[src/hdl/sct_pkg.sv]
// Shared constants, result codes and width helpers for the segment crossing test.
`default_nettype none

package sct_pkg;

    // Fixed widths of the ports and the number of pipeline stages.
    localparam int LON_W     = 31;
    localparam int LAT_W     = 30;
    localparam int CFG_W     = 30;
    localparam int CFG_IDX_W = 2;
    localparam int CODE_W    = 3;
    localparam int STAGES    = 8;

    // Result codes.
    localparam logic [CODE_W-1:0] CODE_NONE     = 3'd0;
    localparam logic [CODE_W-1:0] CODE_POS      = 3'd1;
    localparam logic [CODE_W-1:0] CODE_NEG      = 3'd2;
    localparam logic [CODE_W-1:0] CODE_UNSURE   = 3'd3;
    localparam logic [CODE_W-1:0] CODE_ZERO_SEG = 3'd4;

    // Configuration register indexes.
    localparam logic [CFG_IDX_W-1:0] CFG_PARALLEL  = 2'd0;
    localparam logic [CFG_IDX_W-1:0] CFG_EDGE      = 2'd1;
    localparam logic [CFG_IDX_W-1:0] CFG_INTERCEPT = 2'd2;

    // Reset values of the configuration registers.
    localparam logic [CFG_W-1:0] RST_PARALLEL  = 30'd3518;
    localparam logic [CFG_W-1:0] RST_EDGE      = 30'd214748;
    localparam logic [CFG_W-1:0] RST_INTERCEPT = 30'd839;

    // Width of an unwrapped longitude; two unwrap steps of 360 degrees may be added.
    function automatic int sct_x_width(input int c);
        int b;
        begin
            b = (c + 10 > LON_W) ? c + 10 : LON_W;
            return b + 2;
        end
    endfunction

    // Width of a difference of two latitudes.
    function automatic int sct_dy_width();
        return LAT_W + 1;
    endfunction

    // Width of one exact cross product.
    function automatic int sct_p_width(input int c);
        return sct_x_width(c) + 1 + sct_dy_width();
    endfunction

    // Width of the denominator and the numerators.
    function automatic int sct_d_width(input int c);
        return sct_p_width(c) + 1;
    endfunction

    // Width of the intercept sum.
    function automatic int sct_t_width(input int c);
        int a;
        int b;
        begin
            a = sct_p_width(c) + sct_x_width(c);
            b = sct_dy_width() + 2 * c;
            return ((a > b) ? a : b) + 2;
        end
    endfunction

    // Width of the scaled compares in the fraction judge.
    function automatic int sct_j_width(input int c, input int r);
        return sct_d_width(c) + r + 33;
    endfunction

endpackage

`default_nettype wire

[src/hdl/sct_unwrap.sv]
// First pipeline stage: longitude unwrap of both segments.
`default_nettype none

module sct_unwrap #(
    parameter int COORD_FRAC_BITS = 22
) (
    input  wire logic                                  clk,
    input  wire logic                                  en,
    input  wire logic signed [sct_pkg::LON_W-1:0]      first_start_lon,
    input  wire logic signed [sct_pkg::LAT_W-1:0]      first_start_lat,
    input  wire logic signed [sct_pkg::LON_W-1:0]      first_end_lon,
    input  wire logic signed [sct_pkg::LAT_W-1:0]      first_end_lat,
    input  wire logic signed [sct_pkg::LON_W-1:0]      second_start_lon,
    input  wire logic signed [sct_pkg::LAT_W-1:0]      second_start_lat,
    input  wire logic signed [sct_pkg::LON_W-1:0]      second_end_lon,
    input  wire logic signed [sct_pkg::LAT_W-1:0]      second_end_lat,
    output logic signed [sct_pkg::sct_x_width(COORD_FRAC_BITS)-1:0] x1,
    output logic signed [sct_pkg::sct_x_width(COORD_FRAC_BITS)-1:0] x2,
    output logic signed [sct_pkg::sct_x_width(COORD_FRAC_BITS)-1:0] x3,
    output logic signed [sct_pkg::sct_x_width(COORD_FRAC_BITS)-1:0] x4,
    output logic signed [sct_pkg::LAT_W-1:0]           y1,
    output logic signed [sct_pkg::LAT_W-1:0]           y2,
    output logic signed [sct_pkg::LAT_W-1:0]           y3,
    output logic signed [sct_pkg::LAT_W-1:0]           y4
);
    import sct_pkg::*;

    localparam int XW = sct_x_width(COORD_FRAC_BITS);
    localparam logic signed [XW-1:0] FULL = XW'(64'd360 << COORD_FRAC_BITS);
    localparam logic signed [XW-1:0] HALF = XW'(64'd180 << COORD_FRAC_BITS);

    logic signed [XW-1:0] u1, u2, u3, u4, d1, d2;
    logic signed [XW-1:0] x1_reg, x2_reg, x3_reg, x4_reg;
    logic signed [LAT_W-1:0] y1_reg, y2_reg, y3_reg, y4_reg;

    // Unwrap chain: the first segment, then the second segment.
    always_comb
    begin
        u1 = XW'(first_start_lon);
        u2 = XW'(first_end_lon);
        u3 = XW'(second_start_lon);
        u4 = XW'(second_end_lon);
        d1 = u1 - u2;
        if (d1 > HALF || d1 < -HALF)
        begin
            if (u1[XW-1])
                u1 = u1 + FULL;
            else if (u2[XW-1])
                u2 = u2 + FULL;
            if (u3[XW-1])
            begin
                u3 = u3 + FULL;
                u4 = u4 + FULL;
            end
        end
        d2 = u3 - u4;
        if (d2 > HALF || d2 < -HALF)
        begin
            if (u3[XW-1])
                u3 = u3 + FULL;
            else if (u3 >= FULL)
                u3 = u3 - FULL;
            else if (u4[XW-1])
                u4 = u4 + FULL;
            else if (u4 >= FULL)
                u4 = u4 - FULL;
            if (u1[XW-1])
            begin
                u1 = u1 + FULL;
                u2 = u2 + FULL;
            end
        end
    end

    // Stage register.
    always_ff @(posedge clk)
    begin
        if (en)
        begin
            x1_reg <= u1;
            x2_reg <= u2;
            x3_reg <= u3;
            x4_reg <= u4;
            y1_reg <= first_start_lat;
            y2_reg <= first_end_lat;
            y3_reg <= second_start_lat;
            y4_reg <= second_end_lat;
        end
    end

    assign x1 = x1_reg;
    assign x2 = x2_reg;
    assign x3 = x3_reg;
    assign x4 = x4_reg;
    assign y1 = y1_reg;
    assign y2 = y2_reg;
    assign y3 = y3_reg;
    assign y4 = y4_reg;

endmodule

`default_nettype wire

[config.mk]
export PLATFORM = sky130hd
export DESIGN_NAME = sct_unwrap
export DESIGN_NICKNAME = d
export VERILOG_FILES = /design/src/hdl/sct_pkg.sv /design/src/hdl/sct_unwrap.sv
export SDC_FILE = /design/constraint.sdc
export NUM_CORES = 1
export LEC_CHECK = 0
export BUFFER_PORTS_ARGS = -buffer_cell sky130_fd_sc_hd__buf_4
export CELL_PAD_IN_SITES_DETAIL_PLACEMENT = 0
export CELL_PAD_IN_SITES_GLOBAL_PLACEMENT = 1
export CORE_MARGIN = 2
export CORE_UTILIZATION = 38
export DETAILED_ROUTE_END_ITERATION = 10
export HOLD_SLACK_MARGIN = 0.12
export PLACE_DENSITY = 0.84
export SYNTH_ARGS = -nofsm -noshare
export SYNTH_HDL_FRONTEND = slang
export SYNTH_SLANG_ARGS = --single-unit
[constraint.sdc]
create_clock -name clk -period 10.6 [get_ports clk]
set_clock_uncertainty 0.15 [all_clocks]
set_input_delay 2.12 -clock clk [delete_from_list [all_inputs] [get_ports clk]]
set_output_delay 2.12 -clock clk [all_outputs]
set_load 0.01 [all_outputs]
==> summary.txt, run 1 <==
Power and ir drop
  – Int Pwr: 0.00220 W
  – Lkg Pwr: 7.97 nW
  – Switching Power: 0.00102 W
  – Comb pwr share: 31.1%
  – Pwr/cell area: 172 nW/um^2
  – Clock share of power: 28.6%
  – Sw Share: 31.7%
  – Sequential share of power: 40.3%
  – IR drop worst, VDD: 0.122 mV

Worst hold path
  – Hold/Removal Path Class: input pin to flop

Floorplanning
  – Core area: 35,400 sq um
  – Die W: 193 um
  – Num rows: 69
  – Die footprint: 37,300 sq um
  – Starting Density: 38.4%
  – Die Span Y: 193 um
  – I/O pins: 502

Placement
  – Gpl congestion: 0.947
  – Port Buffer Count: 501
  – Final HPWL DP: 37,100 um

Timing
  – Fin crit period: 9.10 ns
  – Max_slew headroom: 30.4%
  – RSZ-0062 raised after global routing: false
  – Crit share post-route: 85.9%
  – Final count of negative-setup-slack endpoints: 0
  – Least-Margin Pin Slew: 1.04 ns
  – Final Max Tran Viols: 0
  – FMAX: 0.110 GHz
  – Post-Route Setup TNS: 0 ns
  – Final hold violations: 0

Worst setup path
  – CP max stage delay: 0.43 ns
  – CP Capture Point: x1[26]$_DFFE_PP_
  – CP startpoint kind: input pin
  – Kind of critical path: input pin to flop
  – Critical-path top delay cell: a21o_1
  – Critical Path RT: 10.75 ns
  – Critical path arrival: 9.25 ns
  – Worst setup startpoint: first_start_lon[0]
  – Crit. End Element: flop
  – Crit path max fanout: 16

CTS
  – CTS clk-pin slew, worst paths: 0.06 ns
  – Clock root buffer master: clkbuf_16
  – Cts repair resizes: 0
  – H-Tree Depth: 1
  – CTS tree: built
  – # hold bufs at CTS: 0
  – Post-CTS setup buffers: 0
  – CTS Buffer Depth: 3
  – CTS Buf Count: 28
  – Sink Count: 256

Cells and area
  – Finished Core Util: 53.0%
  – Net count, final: 1,998
  – Most frequent cells in the layout: buf_4, edfxtp_1, inv_1
  – Layout area overhead: 37.8%
  – Number of fill cells: 3,130
  – Fraction of layout cells with a size suffix above 1: 34.4%
  – Commonest non-fill, non-tap cell in the layout: buf_4

Route
  – Post-route ant nets: 0
  – Drt initial violations: 848
  – Avg WL per Cell: 21.6 um
  – Detailed-route wire length: 46,600 um
  – Vias: 11,542
  – Avg Vias per Cell: 5.35
  – DRC viols: 0
  – 1st-pass router iterations: 5

Synth
  – Asr flop ratio synth: 0%
  – Post-synth EDFFs: 256
  – YS warnings: 0
  – Mapped Area: 13,600 sq um
  – Post-Synthesis Net Count: 1,487
  – Share of the synthesized area in the top cell type: 56.5%
  – Ys flop type: edfxtp_1
  – Cell count after synthesis: 1,163
  – Mean Syn Cell Area: 11.7 sq um
  – Post-synthesis sequential area ratio: 56.5%
  – Ranking of synthesized cells by area: edfxtp_1, ha_1, xnor2_1
  – Post-synth top area cell: edfxtp_1
  – Seq cells post-synth: 256
  – Post-synthesis cell type count: 90

Global routing
  – Largest net degree at the start of global routing: 104
  – Total gr overflow: 0
  – Vias in the first global route: 11,134
  – First-pass GRT wire length: 69,000 um
  – Initial antenna violation count: 6
  – Total Routing Usage GR: 24.0%

Outcome
  – Status: completed

Run
  – Maximum capacitance violations: 0
==> layer usage <==
layer	track usage [%]	part of all wire, %	up-vias
met1	32.9	43	5542
li1	-	-	5427
met3	6.62	8.6	68
met2	37.7	45	501
met4	6.36	2.8	4
met5	0	0.052	-
==> synth_stat cells, types with 4 or more instances <==
master / instances
o31ai_1: 9
xor2_1: 18
a31oi_1: 14
a21o_1: 17
nor4b_1: 4
o22ai_1: 10
a21oi_1: 80
nor2b_1: 8
edfxtp_1: 256
ha_1: 76
nand2_1: 72
inv_1: 100
nor2_1: 84
o2bb2ai_1: 6
o21bai_1: 11
nand4_1: 11
nor3b_1: 6
a311oi_1: 6
nand3_1: 18
a211oi_1: 17
xnor2_1: 50
a2111oi_0: 4
and2_1: 14
mux2_2: 6
o21ai_0: 51
o2111ai_1: 8
nand2b_1: 11
o211ai_1: 9
or3_1: 6
and3_1: 10
o21ai_1: 11
nor4_1: 8
nor3_1: 29
clkbuf_1: 19
o21a_1: 13
==> final cells by class <==
class                   instances  area, sq um  area share (%)
repair buffers                508         3820            20.4
inverters                     104          390            2.08
multi-input cells             776         5400            28.8
well taps                     461          577            3.08
diodes                          2         5.00          0.0267
flip-flops and latches        256         7690            41.0
clock inverters                20          153           0.814
clock buffers                  31          712            3.80
==> stage by stage <==
| stage | hold WS, ns | std cells | cell area [sq um] | power, W | setup slack [ns] |
|---|---|---|---|---|---|
| after floorplan | 2.07 | 1163 | 13600 | 0.00188 | 2.07 |
| after global placement | 2.15 | 2105 | 17900 | 0.00230 | 1.19 |
| after detailed placement | 2.15 | 2105 | 17900 | 0.00231 | 0.948 |
| after CTS | 1.53 | 2156 | 18700 | 0.00324 | 1.55 |
| after global routing | 1.54 | 2157 | 18700 | 0.00337 | 1.05 |
| final | 1.57 | 2158 | 18700 | 0.00322 | 1.50 |
==> cell families after synthesis <==
logic type / after synthesis / share of synthesized area [%]
xor gates and xnor gates: 68 / 4.38
AOI/OAI and AO/OA: 317 / 16.2
and+or+nand+nor: 301 / 10.9
DFF: 256 / 56.5
adders and majority gates: 78 / 7.28
muxes: 12 / 0.965
buffers and inverters: 131 / 3.81
==> how the worst min path moves through the flow <==
stage	slack, ns	from	endpoint	cells after the start
2_1_floorplan	2.07	first_start_lon[0]	x1[0]$_DFFE_PP_	0
6_report	1.57	second_end_lat[28]	y4[28]$_DFFE_PP_	1
3_5_place_dp	2.15	second_end_lat[28]	y4[28]$_DFFE_PP_	1
4_1_cts	1.53	first_end_lat[28]	y2[28]$_DFFE_PP_	1
5_1_grt	1.54	first_end_lat[6]	y2[6]$_DFFE_PP_	1
3_3_place_gp	2.15	second_end_lat[12]	y4[12]$_DFFE_PP_	1
==> worst max-delay path: cells and delay by family <==
kind            cells  cell delay [ns]
buf+inv             5             0.56
compound gates     11             3.18
fa+ha+maj           3             1.02
simple gates        7             1.10
xor+xnor            2             0.55
mux                 2             0.71
==> power by group through the flow <==
stage | Combinational (W) | Clock (W) | Sequential [W]
floorplan | 0.000517 | 0 | 0.00136
global placement | 0.000984 | 0 | 0.00131
detailed placement | 0.000992 | 0 | 0.00132
CTS | 0.000997 | 0.000945 | 0.00130
global route | 0.00108 | 0.000982 | 0.00131
finish | 0.00100 | 0.000921 | 0.00130
(Power assumes the default switching activity.)
==> run 2: changes to the inputs <==
- REMOVE_ABC_BUFFERS: not set -> 1
==> summary.txt, run 2 (synthesis gave the netlist of run 1 again) <==
Worst setup path
  – Critical Path Stages: 28
  – Number of buffers and inverters on the critical path: 3
  – CP max stage delay: 0.51 ns
  – Critical Path RT: 10.77 ns
  – Delay-heaviest family, CP: compound AO/OA/AOI/OAI gates
  – CP Capture Point: x4[26]$_DFFE_PP_
  – Kind of critical path: input pin to flop
  – Crit. End Element: flop
  – Critical path arrival: 9.69 ns
  – Worst setup startpoint: first_start_lon[0]
  – CP startpoint kind: input pin
  – Critical-path top delay cell: a2111oi_0
  – Crit path max fanout: 18

Timing
  – Crit share post-route: 89.8%
  – Fin crit period: 9.52 ns
  – Post-Route Setup TNS: 0 ns
  – RSZ-0062 raised after global routing: false
  – Least-Margin Pin Slew: 1.03 ns
  – Final count of negative-setup-slack endpoints: 0
  – Final hold violations: 0
  – FMAX: 0.105 GHz
  – Final Max Tran Viols: 0
  – Max_slew headroom: 30.7%

CTS
  – Clock root buffer master: clkbuf_16
  – H-Tree Depth: 1
  – # hold bufs at CTS: 0
  – Cts repair resizes: 0
  – Sink Count: 256
  – CTS Buffer Depth: 3
  – CTS Buf Count: 29
  – CTS tree: built
  – Post-CTS setup buffers: 0
  – CTS clk-pin slew, worst paths: 0.06 ns

Floorplanning
  – I/O pins: 502
  – Starting Density: 38.4%
  – Num rows: 69
  – Die W: 193 um
  – Die footprint: 37,300 sq um
  – Core area: 35,400 sq um
  – Die Span Y: 193 um

Placement
  – Port Buffer Count: 501
  – Gpl congestion: 0.954
  – Final HPWL DP: 38,400 um

Route
  – Vias: 11,606
  – DRC viols: 0
  – Post-route ant nets: 0
  – Avg WL per Cell: 22.5 um
  – WL met3: 3490 um
  – Met2 routed wirelength: 22,600 um
  – Avg Vias per Cell: 5.39
  – Detailed-route wire length: 48,400 um
  – Routed met1 length: 20,900 um
  – 1st-pass router iterations: 6
  – Drt initial violations: 828
  – Top routing layer in use: met5

Global routing
  – Total Routing Usage GR: 24.8%
  – Total gr overflow: 0
  – Initial antenna violation count: 5
  – First-pass GRT wire length: 70,800 um
  – Vias in the first global route: 11,118
  – Largest net degree at the start of global routing: 107

Cells and area
  – Most frequent cells in the layout: buf_4, edfxtp_1, inv_1
  – Finished Core Util: 53.3%
  – Fraction of layout cells with a size suffix above 1: 34.5%
  – Ant diodes: 0
  – Commonest non-fill, non-tap cell in the layout: buf_4
  – Net count, final: 1,996
  – Layout area overhead: 38.7%

Worst hold path
  – Hold/Removal Path Class: input pin to flop

Outcome
  – Status: completed

Power and ir drop
  – IR drop worst, VDD: 0.131 mV
  – Pwr/cell area: 178 nW/um^2
  – Lkg Pwr: 8.03 nW

Run
  – Maximum capacitance violations: 0
==> run 2: cell types whose count changed in the layout (fill, tap and decap cells not counted), sizes merged <==
| cell | before | now |
|---|---|---|
| inv | 102 | 103 |
| clkinv | 18 | 14 |
| bufinv | 1 | 6 |
| clkinvlp | 3 | 1 |
| clkbuf | 31 | 33 |
| buf | 508 | 505 |
| diode | 2 | 0 |
==> run 2: layout make-up <==
type / count / area, sq um
inverter: 104 / 390
tap: 461 / 577
fill: 3143 / 16500
multi-input combinational: 776 / 5400
clock buffer: 33 / 741
clock inverter: 20 / 274
sequential: 256 / 7690
timing repair buffer: 505 / 3800
==> run 2: worst min path at each step <==
| stage | from | endpoint | slack, ns | depth (start not counted) |
|---|---|---|---|---|
| floorplan | first_start_lon[0] | x1[0]$_DFFE_PP_ | 2.07 | 0 |
| global placement | first_start_lat[16] | y1[16]$_DFFE_PP_ | 2.15 | 1 |
| detailed placement | first_start_lat[29] | y1[29]$_DFFE_PP_ | 2.15 | 1 |
| CTS | first_end_lat[22] | y2[22]$_DFFE_PP_ | 1.53 | 1 |
| global route | first_end_lat[22] | y2[22]$_DFFE_PP_ | 1.53 | 1 |
| finish | first_end_lat[22] | y2[22]$_DFFE_PP_ | 1.57 | 1 |
==> run 2: where the power goes <==
group / internal, W / switching [W]
registers: 0.00125 / 0.0000417
logic: 0.000429 / 0.000569
clock network: 0.000650 / 0.000422
total: 0.00233 / 0.00103
==> run 2: through the flow <==
| stage | instance area, sq um | setup WS (ns) | instances | power [W] | hold WS, ns |
|---|---|---|---|---|---|
| after global routing | 18900 | 0.498 | 2155 | 0.00352 | 1.53 |
| after global placement | 17900 | 0.858 | 2102 | 0.00229 | 2.15 |
| after detailed placement | 17900 | 0.609 | 2102 | 0.00230 | 2.15 |
| after floorplan | 13500 | 1.62 | 1136 | 0.00186 | 2.07 |
| final | 18900 | 1.08 | 2155 | 0.00337 | 1.57 |
| after CTS | 18900 | 1.23 | 2155 | 0.00339 | 1.53 |
==> run 2: per-layer routing <==
layer  global-route usage (%)  up-vias
met2                     40.5      506
met5                        0        -
met4                     5.68        2
met3                     4.45       68
met1                     34.6     5616
li1                         -     5414
